**config.mk**
```make
export PLATFORM = sky130hd
export DESIGN_NAME = breakpoint_fractional_index
export DESIGN_NICKNAME = d
export VERILOG_FILES = /design/src/design/bfi_pkg.sv /design/src/design/breakpoint_fractional_index.sv /design/src/design/bfi_queue.sv /design/src/design/bfi_front.sv /design/src/design/bfi_div.sv /design/src/design/bfi_back.sv
export SDC_FILE = /design/constraint.sdc
export NUM_CORES = 2
export LEC_CHECK = 0
export BUFFER_PORTS_ARGS = -buffer_cell sky130_fd_sc_hd__buf_2
export CORE_MARGIN = 5
export CORE_UTILIZATION = 40
export CTS_BUF_LIST = sky130_fd_sc_hd__clkbuf_4
export CTS_CLUSTER_DIAMETER = 150
export CTS_CLUSTER_SIZE = 24
export DETAILED_ROUTE_END_ITERATION = 7
export GPL_ROUTABILITY_DRIVEN = 0
export REMOVE_ABC_BUFFERS = 1
export SLEW_MARGIN = 20
export SYNTH_ARGS = -nofsm -noshare
export SYNTH_HDL_FRONTEND = slang
export SYNTH_SLANG_ARGS = --single-unit
```
**constraint.sdc**
```tcl
create_clock -name clk -period 8 [get_ports clk]
set_clock_uncertainty 0.15 [all_clocks]
set_input_delay 2 -clock clk [delete_from_list [all_inputs] [get_ports clk]]
set_output_delay 2 -clock clk [all_outputs]
set_load 0.03 [all_outputs]
```
**src/design/bfi_pkg.sv**
```systemverilog
// Shared types, codes and constants of the breakpoint fractional index block.
package bfi_pkg;

	// Fixed field widths
	localparam int VALUE_W   = 32;
	localparam int SLOT_W    = 5;
	localparam int OUT_W     = 21;
	localparam int CFG_W     = 6;
	localparam int CFG_IDX_W = 1;

	// Default sizing for the top level
	localparam int DEF_DEPTH     = 32;
	localparam int DEF_FRAC_BITS = 16;

	// Command queue between front and back
	localparam int Q_DEPTH = 2;
	localparam int Q_PTR_W = 1;

	// Opcodes
	localparam logic OP_WRITE = 1'b0;
	localparam logic OP_QUERY = 1'b1;

	// Configuration register indexes
	localparam logic [CFG_IDX_W-1:0] REG_TABLE_LENGTH = 1'd0;
	localparam logic [CFG_IDX_W-1:0] REG_ASCENDING    = 1'd1;

	// Reset values of the configuration registers
	localparam logic [CFG_W-1:0] TABLE_LENGTH_RST = 6'd32;
	localparam logic             ASCENDING_RST    = 1'b1;

	// One queued command
	typedef struct packed {
		logic               op;
		logic [SLOT_W-1:0]  slot;
		logic [VALUE_W-1:0] data;
	} bfi_item_t;

	// Queue status toward the back end
	typedef struct packed {
		logic empty;
		logic full;
	} bfi_q_status_t;

endpackage

```
**src/design/breakpoint_fractional_index.sv**
```systemverilog
// Top level of the breakpoint fractional index block.
// Usage: a command is taken at a rising edge with start high and busy low.
// opcode 0 writes breakpoint_value into table slot entry_index and gives no
// result; opcode 1 locates query_value and gives one result. Results appear
// on fractional_index and found for exactly one cycle with done high; the
// receiver cannot stall, so every result must be taken when shown.
// Configuration: cfg_write with cfg_index 0 sets table_length, 1 sets
// ascending; write only while no command is outstanding.
// A query finishes soonest with a clamp at the first entry, then with a clamp
// at the last entry; otherwise its time grows with the segment number found,
// set by the one-entry-per-cycle scan of the single memory read port, and
// includes the one-bit-per-cycle divider. A write is stored as it is popped
// and leaves the back end idle for the next command.
// A two-entry queue parts the front from the back: busy rises only when it is
// full. Reset clears the control state and the registers to length 32,
// ascending; table contents stay undefined until written.
module breakpoint_fractional_index #(
	parameter int DEPTH     = bfi_pkg::DEF_DEPTH,
	parameter int FRAC_BITS = bfi_pkg::DEF_FRAC_BITS
) (
	input  logic                          clk,
	input  logic                          arst_n,
	input  logic                          cfg_write,
	input  logic [bfi_pkg::CFG_IDX_W-1:0] cfg_index,
	input  logic [bfi_pkg::CFG_W-1:0]     cfg_data,
	input  logic                          start,
	output logic                          busy,
	input  logic                          opcode,
	input  logic [bfi_pkg::SLOT_W-1:0]    entry_index,
	input  logic [bfi_pkg::VALUE_W-1:0]   breakpoint_value,
	input  logic [bfi_pkg::VALUE_W-1:0]   query_value,
	output logic                          done,
	output logic [bfi_pkg::OUT_W-1:0]     fractional_index,
	output logic                          found
);

	localparam int IDX_W = $clog2(DEPTH);

	logic                   push;
	logic                   pop;
	bfi_pkg::bfi_item_t     push_item;
	bfi_pkg::bfi_item_t     head;
	bfi_pkg::bfi_q_status_t q_status;
	logic [IDX_W-1:0]       last_idx;
	logic                   up;

	bfi_front #(
		.DEPTH(DEPTH)
	) u_front (
		.clk             (clk),
		.arst_n          (arst_n),
		.cfg_write       (cfg_write),
		.cfg_index       (cfg_index),
		.cfg_data        (cfg_data),
		.start           (start),
		.busy            (busy),
		.opcode          (opcode),
		.entry_index     (entry_index),
		.breakpoint_value(breakpoint_value),
		.query_value     (query_value),
		.q_status        (q_status),
		.push            (push),
		.push_item       (push_item),
		.last_idx        (last_idx),
		.up              (up)
	);

	bfi_queue u_queue (
		.clk      (clk),
		.arst_n   (arst_n),
		.push     (push),
		.push_item(push_item),
		.pop      (pop),
		.head     (head),
		.status   (q_status)
	);

	bfi_back #(
		.DEPTH    (DEPTH),
		.FRAC_BITS(FRAC_BITS)
	) u_back (
		.clk             (clk),
		.arst_n          (arst_n),
		.head            (head),
		.q_status        (q_status),
		.pop             (pop),
		.last_idx        (last_idx),
		.up              (up),
		.done            (done),
		.fractional_index(fractional_index),
		.found           (found)
	);

endmodule

```
**src/design/bfi_queue.sv**
```systemverilog
// Two-entry command queue between the front and back ends.
module bfi_queue (
	input  logic                  clk,
	input  logic                  arst_n,
	input  logic                  push,
	input  bfi_pkg::bfi_item_t    push_item,
	input  logic                  pop,
	output bfi_pkg::bfi_item_t    head,
	output bfi_pkg::bfi_q_status_t status
);

	bfi_pkg::bfi_item_t               entry_q [bfi_pkg::Q_DEPTH];
	logic [bfi_pkg::Q_PTR_W-1:0]      wr_ptr_q;
	logic [bfi_pkg::Q_PTR_W-1:0]      rd_ptr_q;
	logic [bfi_pkg::Q_PTR_W:0]        count_q;
	logic                             do_push;
	logic                             do_pop;

	assign status.empty = (count_q == '0);
	assign status.full  = (count_q == (bfi_pkg::Q_PTR_W+1)'(bfi_pkg::Q_DEPTH));
	assign do_push      = push && !status.full;
	assign do_pop       = pop && !status.empty;
	assign head         = entry_q[rd_ptr_q];

	// Advance pointers and count
	always_ff @(posedge clk or negedge arst_n) begin
		if (!arst_n) begin
			wr_ptr_q <= '0;
			rd_ptr_q <= '0;
			count_q  <= '0;
		end else begin
			if (do_push) wr_ptr_q <= wr_ptr_q + 1'b1;
			if (do_pop)  rd_ptr_q <= rd_ptr_q + 1'b1;
			case ({do_push, do_pop})
				2'b10:   count_q <= count_q + 1'b1;
				2'b01:   count_q <= count_q - 1'b1;
				default: count_q <= count_q;
			endcase
		end
	end

	// Store the pushed command
	always_ff @(posedge clk) begin
		if (do_push) entry_q[wr_ptr_q] <= push_item;
	end

endmodule

```
**src/design/bfi_front.sv**
```systemverilog
// Front end: configuration registers, command acceptance and classification.
module bfi_front #(
	parameter int DEPTH = bfi_pkg::DEF_DEPTH,
	localparam int IDX_W = $clog2(DEPTH)
) (
	input  logic                          clk,
	input  logic                          arst_n,
	input  logic                          cfg_write,
	input  logic [bfi_pkg::CFG_IDX_W-1:0] cfg_index,
	input  logic [bfi_pkg::CFG_W-1:0]     cfg_data,
	input  logic                          start,
	output logic                          busy,
	input  logic                          opcode,
	input  logic [bfi_pkg::SLOT_W-1:0]    entry_index,
	input  logic [bfi_pkg::VALUE_W-1:0]   breakpoint_value,
	input  logic [bfi_pkg::VALUE_W-1:0]   query_value,
	input  bfi_pkg::bfi_q_status_t        q_status,
	output logic                          push,
	output bfi_pkg::bfi_item_t            push_item,
	output logic [IDX_W-1:0]              last_idx,
	output logic                          up
);

	logic [bfi_pkg::CFG_W-1:0] table_length_q;
	logic                      ascending_q;
	logic [IDX_W:0]            len;

	// Decode configuration writes
	always_ff @(posedge clk or negedge arst_n) begin
		if (!arst_n) begin
			table_length_q <= bfi_pkg::TABLE_LENGTH_RST;
			ascending_q    <= bfi_pkg::ASCENDING_RST;
		end else if (cfg_write) begin
			unique case (cfg_index)
				bfi_pkg::REG_TABLE_LENGTH: table_length_q <= cfg_data;
				bfi_pkg::REG_ASCENDING:    ascending_q    <= cfg_data[0];
				default: ;
			endcase
		end
	end

	// Clamp the used length to one through DEPTH
	always_comb begin
		if (int'(table_length_q) > DEPTH) begin
			len = (IDX_W+1)'(DEPTH);
		end else if (table_length_q == '0) begin
			len = (IDX_W+1)'(1);
		end else begin
			len = (IDX_W+1)'(table_length_q);
		end
	end

	assign last_idx = IDX_W'(len - (IDX_W+1)'(1));
	assign up       = ascending_q;

	// Accept a transaction whenever the queue has room
	assign busy            = q_status.full;
	assign push            = start && !q_status.full;
	assign push_item.op    = opcode;
	assign push_item.slot  = entry_index;
	assign push_item.data  = (opcode == bfi_pkg::OP_QUERY) ? query_value : breakpoint_value;

endmodule

```
**src/design/bfi_div.sv**
```systemverilog
// Restoring divider for the segment fraction, one quotient bit per cycle.
module bfi_div #(
	parameter int FRAC_BITS = bfi_pkg::DEF_FRAC_BITS
) (
	input  logic                        clk,
	input  logic                        arst_n,
	input  logic                        start,
	input  logic [bfi_pkg::VALUE_W-1:0] num,
	input  logic [bfi_pkg::VALUE_W-1:0] den,
	output logic                        done,
	output logic [FRAC_BITS:0]          quot
);

	localparam int CNT_W = $clog2(FRAC_BITS + 1);

	logic                          run_q;
	logic                          done_q;
	logic [CNT_W-1:0]              cnt_q;
	logic [bfi_pkg::VALUE_W:0]     rem_q;
	logic [bfi_pkg::VALUE_W-1:0]   den_q;
	logic [FRAC_BITS:0]            quot_q;
	logic                          ge;
	logic [bfi_pkg::VALUE_W:0]     rem_next;

	// Trial subtract for this bit
	assign ge       = rem_q >= {1'b0, den_q};
	assign rem_next = ge ? (rem_q - {1'b0, den_q}) : rem_q;

	// Sequence the steps
	always_ff @(posedge clk or negedge arst_n) begin
		if (!arst_n) begin
			run_q  <= 1'b0;
			done_q <= 1'b0;
			cnt_q  <= '0;
		end else begin
			done_q <= 1'b0;
			if (start) begin
				run_q <= 1'b1;
				cnt_q <= CNT_W'(FRAC_BITS);
			end else if (run_q) begin
				if (cnt_q == '0) begin
					run_q  <= 1'b0;
					done_q <= 1'b1;
				end else begin
					cnt_q <= cnt_q - 1'b1;
				end
			end
		end
	end

	// Shift remainder and quotient
	always_ff @(posedge clk) begin
		if (start) begin
			rem_q  <= {1'b0, num};
			den_q  <= den;
			quot_q <= '0;
		end else if (run_q) begin
			rem_q  <= {rem_next[bfi_pkg::VALUE_W-1:0], 1'b0};
			quot_q <= {quot_q[FRAC_BITS-1:0], ge};
		end
	end

	assign done = done_q;
	assign quot = quot_q;

endmodule

```
**src/design/bfi_back.sv**
```systemverilog
// Back end: breakpoint memory, clamp checks, segment scan, divider and result register.
module bfi_back #(
	parameter int DEPTH     = bfi_pkg::DEF_DEPTH,
	parameter int FRAC_BITS = bfi_pkg::DEF_FRAC_BITS,
	localparam int IDX_W    = $clog2(DEPTH)
) (
	input  logic                         clk,
	input  logic                         arst_n,
	input  bfi_pkg::bfi_item_t           head,
	input  bfi_pkg::bfi_q_status_t       q_status,
	output logic                         pop,
	input  logic [IDX_W-1:0]             last_idx,
	input  logic                         up,
	output logic                         done,
	output logic [bfi_pkg::OUT_W-1:0]    fractional_index,
	output logic                         found
);

	localparam int SUM_W = (IDX_W + FRAC_BITS + 1 > bfi_pkg::OUT_W) ?
		(IDX_W + FRAC_BITS + 1) : bfi_pkg::OUT_W;

	localparam logic [2:0] ST_IDLE  = 3'd0;
	localparam logic [2:0] ST_FIRST = 3'd1;
	localparam logic [2:0] ST_LAST  = 3'd2;
	localparam logic [2:0] ST_SCAN  = 3'd3;
	localparam logic [2:0] ST_DIV   = 3'd4;

	logic [2:0]                      state_q;
	logic [2:0]                      state_d;
	logic [bfi_pkg::VALUE_W-1:0]     mem [DEPTH];
	logic [bfi_pkg::VALUE_W-1:0]     rdata_q;
	logic [IDX_W-1:0]                raddr;
	logic                            we;
	logic signed [bfi_pkg::VALUE_W-1:0] q_q;
	logic signed [bfi_pkg::VALUE_W-1:0] prev_q;
	logic [IDX_W-1:0]                seg_q;
	logic signed [bfi_pkg::VALUE_W:0] q_x;
	logic signed [bfi_pkg::VALUE_W:0] lo_x;
	logic signed [bfi_pkg::VALUE_W:0] hi_x;
	logic signed [bfi_pkg::VALUE_W:0] num_x;
	logic signed [bfi_pkg::VALUE_W:0] den_x;
	logic                            hit;
	logic                            clamp_first;
	logic                            clamp_last;
	logic                            scan_end;
	logic [IDX_W:0]                  next_addr;
	logic                            div_start;
	logic                            div_done;
	logic [FRAC_BITS:0]              div_quot;
	logic                            emit;
	logic                            emit_found;
	logic [IDX_W-1:0]                res_seg;
	logic [FRAC_BITS:0]              res_quot;
	logic [SUM_W-1:0]                sum;
	logic                            done_q;
	logic                            found_q;
	logic [bfi_pkg::OUT_W-1:0]       frac_idx_q;

	// Breakpoint memory with registered read
	assign we = pop && (head.op == bfi_pkg::OP_WRITE) && (int'(head.slot) < DEPTH);

	always_ff @(posedge clk) begin
		if (we) mem[IDX_W'(head.slot)] <= head.data;
		rdata_q <= mem[raddr];
	end

	// Compare the query against the entries just read
	assign q_x  = {q_q[bfi_pkg::VALUE_W-1], q_q};
	assign lo_x = {prev_q[bfi_pkg::VALUE_W-1], prev_q};
	assign hi_x = {rdata_q[bfi_pkg::VALUE_W-1], rdata_q};

	assign clamp_first = up ? (q_q <= $signed(rdata_q)) : (q_q >= $signed(rdata_q));
	assign clamp_last  = up ? (q_q >= $signed(rdata_q)) : (q_q <= $signed(rdata_q));
	assign hit = up ? ((q_x >= lo_x) && (q_x < hi_x)) : ((q_x <= lo_x) && (q_x > hi_x));
	assign num_x = q_x - (up ? lo_x : hi_x);
	assign den_x = (up ? hi_x : lo_x) - (up ? lo_x : hi_x);

	assign next_addr = (IDX_W+1)'(seg_q) + (IDX_W+1)'(2);
	assign scan_end  = ((IDX_W+1)'(seg_q) + (IDX_W+1)'(1)) == (IDX_W+1)'(last_idx);

	// Sequence one command
	always_comb begin
		state_d    = state_q;
		pop        = 1'b0;
		raddr      = '0;
		div_start  = 1'b0;
		emit       = 1'b0;
		emit_found = 1'b1;
		res_seg    = '0;
		res_quot   = '0;
		unique case (state_q)
			ST_IDLE: begin
				if (!q_status.empty) begin
					pop = 1'b1;
					if (head.op == bfi_pkg::OP_QUERY) state_d = ST_FIRST;
				end
			end
			ST_FIRST: begin
				if (clamp_first) begin
					emit    = 1'b1;
					state_d = ST_IDLE;
				end else begin
					raddr   = last_idx;
					state_d = ST_LAST;
				end
			end
			ST_LAST: begin
				if (!clamp_last) begin
					raddr   = IDX_W'(1);
					state_d = ST_SCAN;
				end else begin
					emit    = 1'b1;
					res_seg = last_idx;
					state_d = ST_IDLE;
				end
			end
			ST_SCAN: begin
				if (hit) begin
					div_start = 1'b1;
					state_d   = ST_DIV;
				end else if (scan_end) begin
					emit       = 1'b1;
					emit_found = 1'b0;
					state_d    = ST_IDLE;
				end else begin
					raddr = next_addr[IDX_W-1:0];
				end
			end
			ST_DIV: begin
				if (div_done) begin
					emit     = 1'b1;
					res_seg  = seg_q;
					res_quot = div_quot;
					state_d  = ST_IDLE;
				end
			end
			default: state_d = ST_IDLE;
		endcase
	end

	// Advance state and the control flags
	always_ff @(posedge clk or negedge arst_n) begin
		if (!arst_n) begin
			state_q <= ST_IDLE;
			done_q  <= 1'b0;
		end else begin
			state_q <= state_d;
			done_q  <= emit;
		end
	end

	// Hold query, previous entry and segment number
	always_ff @(posedge clk) begin
		if (pop) q_q <= $signed(head.data);
		if (state_q == ST_FIRST) prev_q <= $signed(rdata_q);
		if (state_q == ST_LAST) seg_q <= '0;
		if ((state_q == ST_SCAN) && !hit && !scan_end) begin
			prev_q <= $signed(rdata_q);
			seg_q  <= seg_q + 1'b1;
		end
	end

	bfi_div #(
		.FRAC_BITS(FRAC_BITS)
	) u_div (
		.clk   (clk),
		.arst_n(arst_n),
		.start (div_start),
		.num   (num_x[bfi_pkg::VALUE_W-1:0]),
		.den   (den_x[bfi_pkg::VALUE_W-1:0]),
		.done  (div_done),
		.quot  (div_quot)
	);

	// Form segment plus fraction, masked to the output width
	assign sum = (SUM_W'(res_seg) << FRAC_BITS) + SUM_W'(res_quot);

	always_ff @(posedge clk) begin
		if (emit) begin
			frac_idx_q <= emit_found ? sum[bfi_pkg::OUT_W-1:0] : '0;
			found_q    <= emit_found;
		end
	end

	assign done             = done_q;
	assign fractional_index = frac_idx_q;
	assign found            = found_q;

	// A result follows only a clamp, a scan or a finished division
	a_done_source: assert property (@(posedge clk) disable iff (!arst_n)
		done_q |-> ($past(state_q) == ST_FIRST || $past(state_q) == ST_LAST ||
			$past(state_q) == ST_SCAN || $past(state_q) == ST_DIV))
		else $error("result strobe without a finishing state");

	// A miss always reports a zero index
	a_miss_zero: assert property (@(posedge clk) disable iff (!arst_n)
		(done_q && !found_q) |-> (frac_idx_q == '0))
		else $error("miss with nonzero index");

	// The divider finishes only while the back end waits on it
	a_div_wait: assert property (@(posedge clk) disable iff (!arst_n)
		div_done |-> (state_q == ST_DIV))
		else $error("divider finished outside the divide state");

	// The scan never walks past the last used segment
	a_scan_bound: assert property (@(posedge clk) disable iff (!arst_n)
		(state_q == ST_SCAN) |-> (seg_q < last_idx))
		else $error("scan index beyond the last segment");

endmodule
```
==> impl_metrics.env <==
export IMPL_outcome="completed"
export IMPL_fin_area_mm2=0.06210
export IMPL_yosysMostFrequentCell="edfxtp_1"
export IMPL_postSynthAreaPerCell_um2=13.35
export IMPL_grt_overflow_total=0
export IMPL_area_growth_pct=6.790
export IMPL_vias_per_cell=5.678
export IMPL_wl_per_cell_um=24.94
export IMPL_clock_latency_ps=1180
export IMPL_synth_edf_count=1255
export IMPL_rsz0062_at_grt="false"
export IMPL_min_delay_worst_endpoint="u_back.prev_q[3]$_DFFE_PP_"
export IMPL_grt_max_degree=102
export IMPL_hpwl_mm=91.18
export IMPL_end_kind="register"
export IMPL_regArea_mm2=0.03925
export IMPL_cts_root_buf="clkbuf_4"
export IMPL_drc=0
export IMPL_vias=36190
export IMPL_die_area_mm2=0.1531
export IMPL_synth_area_mm2=0.05816
export IMPL_postCtsHoldBufs=0
export IMPL_slowest_stage="a2111oi_2"
export IMPL_postCtsSetupBuffers=0
export IMPL_grt_pass1_wl_mm=231.1
export IMPL_relSlewSlack=0.2757
export IMPL_fill_cells=13200
export IMPL_worstHoldStart="u_back.rdata_q[3]$_DFF_P_"
export IMPL_cts_buffers=61
export IMPL_r2r_start="u_back.rdata_q[23]$_DFF_P_"
export IMPL_tritoncts="done"
export IMPL_hold_class="reg2reg"
export IMPL_die_height_um=391.3
export IMPL_synth_seq_cells=1327
export IMPL_nets=4646
export IMPL_fin_cells=6373
export IMPL_start_util=0.4010
export IMPL_die_w_um=391.3
export IMPL_synth_area_leaders="edfxtp_1, nand2_1, mux2i_1"
export IMPL_worst_pin_slew_ps=1086
export IMPL_cp_common_cell="mux2i_1"
export IMPL_vdd_ir_drop_max_mv=0.2669
export IMPL_synth_top_area_share=0.6480
export IMPL_path_max_fanout=49
export IMPL_htree_levels=2
export IMPL_path_clk_slew_ps=290
export IMPL_io_buffers=104
export IMPL_io_pins=105
export IMPL_first_pass_iters=5
export IMPL_floorplan_rows=140
export IMPL_postRouteWirelength_mm=158.9
export IMPL_first_iter_violations=3626
export IMPL_ys_seq_area_frac=0.6747
export IMPL_crit_required_ps=8760
export IMPL_place_inst=6253
export IMPL_place_area_mm2=0.06124
export IMPL_critical_path_class="reg2reg"
export IMPL_r2r_end="u_back.rdata_q[1]$_DFF_P_"
export IMPL_finalSetupViolations=0
export IMPL_cpPeakStageDelay_ps=860
export IMPL_drv_slew=0
export IMPL_start_kind="register"
export IMPL_critical_path_buf_inv_count=2
export IMPL_synthTopCellsByCount="edfxtp_1, nand2_1, nand3_1, mux2i_1, ha_1"
export IMPL_synth_warnings=0
export IMPL_grt_use_total=0.2024
export IMPL_worst_hold_slack_ps=309.7
export IMPL_min_path_cells=0
export IMPL_grt_pass1_vias=34450
export IMPL_cts_sinks=1327
export IMPL_core_area_mm2=0.1450
export IMPL_synth_distinct_cells=80
export IMPL_netlist_instances=4357
export IMPL_cp_cell_sequence="inv_1 > ha_1 > nand4_1 > or3_1 > nor3_2 > o31a_2 > nor4_1 > nor4_4 > mux2i_1 > o21a_4 > buf_4 > mux2i_1 > a32oi_1 > a21boi_1 > a2111oi_2"
export IMPL_cts_resized=0
export IMPL_max_freq_mhz=152.0
export IMPL_critPathArrivalTime_ps=7340
export IMPL_clockBufferDepth=3
export IMPL_path_delay_family="compound AO/OA/AOI/OAI gates"
export IMPL_drive_gt1_frac=0.1095
export IMPL_finalCriticalPeriod_ps=6579
export IMPL_async_reset_ff_frac=0.01658
export IMPL_r2r_slack_ps=1420
export IMPL_cap_violations=0
export IMPL_r2r_cells=15
export IMPL_final_antenna_net_count=0
export IMPL_multi_input_area_mm2=0.01777
export IMPL_leakagePower_nw=22.03
export IMPL_synth_top_cell_by_area="edfxtp_1"
export IMPL_ys_flop_type="edfxtp_1"
export IMPL_grt_antenna_before_repair=11
export IMPL_hold_viol=0
export IMPL_p_per_area_mw_per_mm2=391.6
export IMPL_period_share=0.8223
[layout make-up]
cell class,instances,share of cell area
clock buffer,108,0.01306
clock inverter,5,0.0006648
sequential,1327,0.6319
inverter,136,0.008240
tap,1917,0.03862
multi-input combinational,2683,0.2861
antenna,7,0.0002821
timing repair buffer,190,0.02111
[registers in the layout, summed over array words and instances, names as in the netlist, 2 cells and up]
register,count
u_back.fractional_index,21
u_back.q_q,32
u_queue.entry_q,76
u_back.rdata_q,32
u_back.u_div.quot,17
u_back.prev_q,32
u_back.u_div.den_q,32
u_back.seg_q,5
u_queue.count_q,2
u_front.table_length_q,6
u_back.u_div.cnt_q,5
u_back.mem,1024
u_back.state_q,3
u_back.u_div.rem_q,33
[routing by layer]
layer / vias up / GRT usage / share of wire
met1: 18260 / 0.2932 / 0.44
met4: 4 / 0.04771 / 0.026
met3: 197 / 0.02200 / 0.071
li1: 16370 / - / -
met2: 1366 / 0.3296 / 0.47
met5: - / 0 / 0.00018
[cell usage in the layout (no fill, tap or decap), types with 37 or more instances in the layout]
cell / n
a21boi_0: 42
mux2_2: 78
inv_1: 135
a21oi_1: 118
mux2i_1: 214
ha_1: 163
nor3_1: 37
o21ai_0: 94
nand2_1: 825
clkbuf_4: 108
xor2_1: 40
a31oi_1: 49
a32oi_1: 160
dfxtp_1: 50
buf_2: 106
nand4_1: 54
nor2_1: 116
buf_4: 72
a21o_1: 40
nand3_1: 218
xnor2_1: 59
edfxtp_1: 1255
[through the flow]
step | total power, W | utilization | setup TNS, ps | setup slack [ps]
after detailed placement | 0.02186 | 0.4222 | 0 | 1460
after global routing | 0.02583 | 0.4281 | 0 | 1048
final | 0.02432 | 0.4282 | 0 | 1421
after global placement | 0.02174 | 0.4221 | 0 | 838.2
after CTS | 0.02442 | 0.4281 | 0 | 1350
after floorplan | 0.01793 | - | -219650 | -6873
[how the worst max path moves through the flow]
stage / start / endpoint / slack (ps) / depth (start not counted)
after floorplan: u_front.up$_DFFE_PN1P_ / u_back.rdata_q[0]$_DFF_P_ / -6870 / 10
after global routing: u_back.rdata_q[23]$_DFF_P_ / u_back.rdata_q[1]$_DFF_P_ / 1050 / 15
after detailed placement: u_back.rdata_q[23]$_DFF_P_ / u_back.rdata_q[30]$_DFF_P_ / 1460 / 15
final: u_back.rdata_q[23]$_DFF_P_ / u_back.rdata_q[1]$_DFF_P_ / 1420 / 15
after CTS: u_back.rdata_q[23]$_DFF_P_ / u_back.rdata_q[1]$_DFF_P_ / 1350 / 15
after global placement: u_back.rdata_q[23]$_DFF_P_ / u_back.rdata_q[0]$_DFF_P_ / 840 / 15
[cell families (layout without fill, tap and decap cells)]
family                     after synthesis  count (layout)  synth area share
adders and majority gates              166             166           0.03610
DFF                                   1327            1327            0.6747
xor gates and xnor gates                99              99           0.01491
other                                    0               7                 0
muxes                                  293             293           0.05213
buffers and inverters                  347             439           0.02636
AOI/OAI and AO/OA                      696             696           0.08802
and+or+nand+nor                       1429            1429            0.1077
[where the power goes]
part           switching (W)  internal [W]
clock network        0.00199      0.000606
logic                0.00779       0.00403
registers           0.000556       0.00935
total                 0.0103        0.0140
Power figures use the tool's default switching activity.
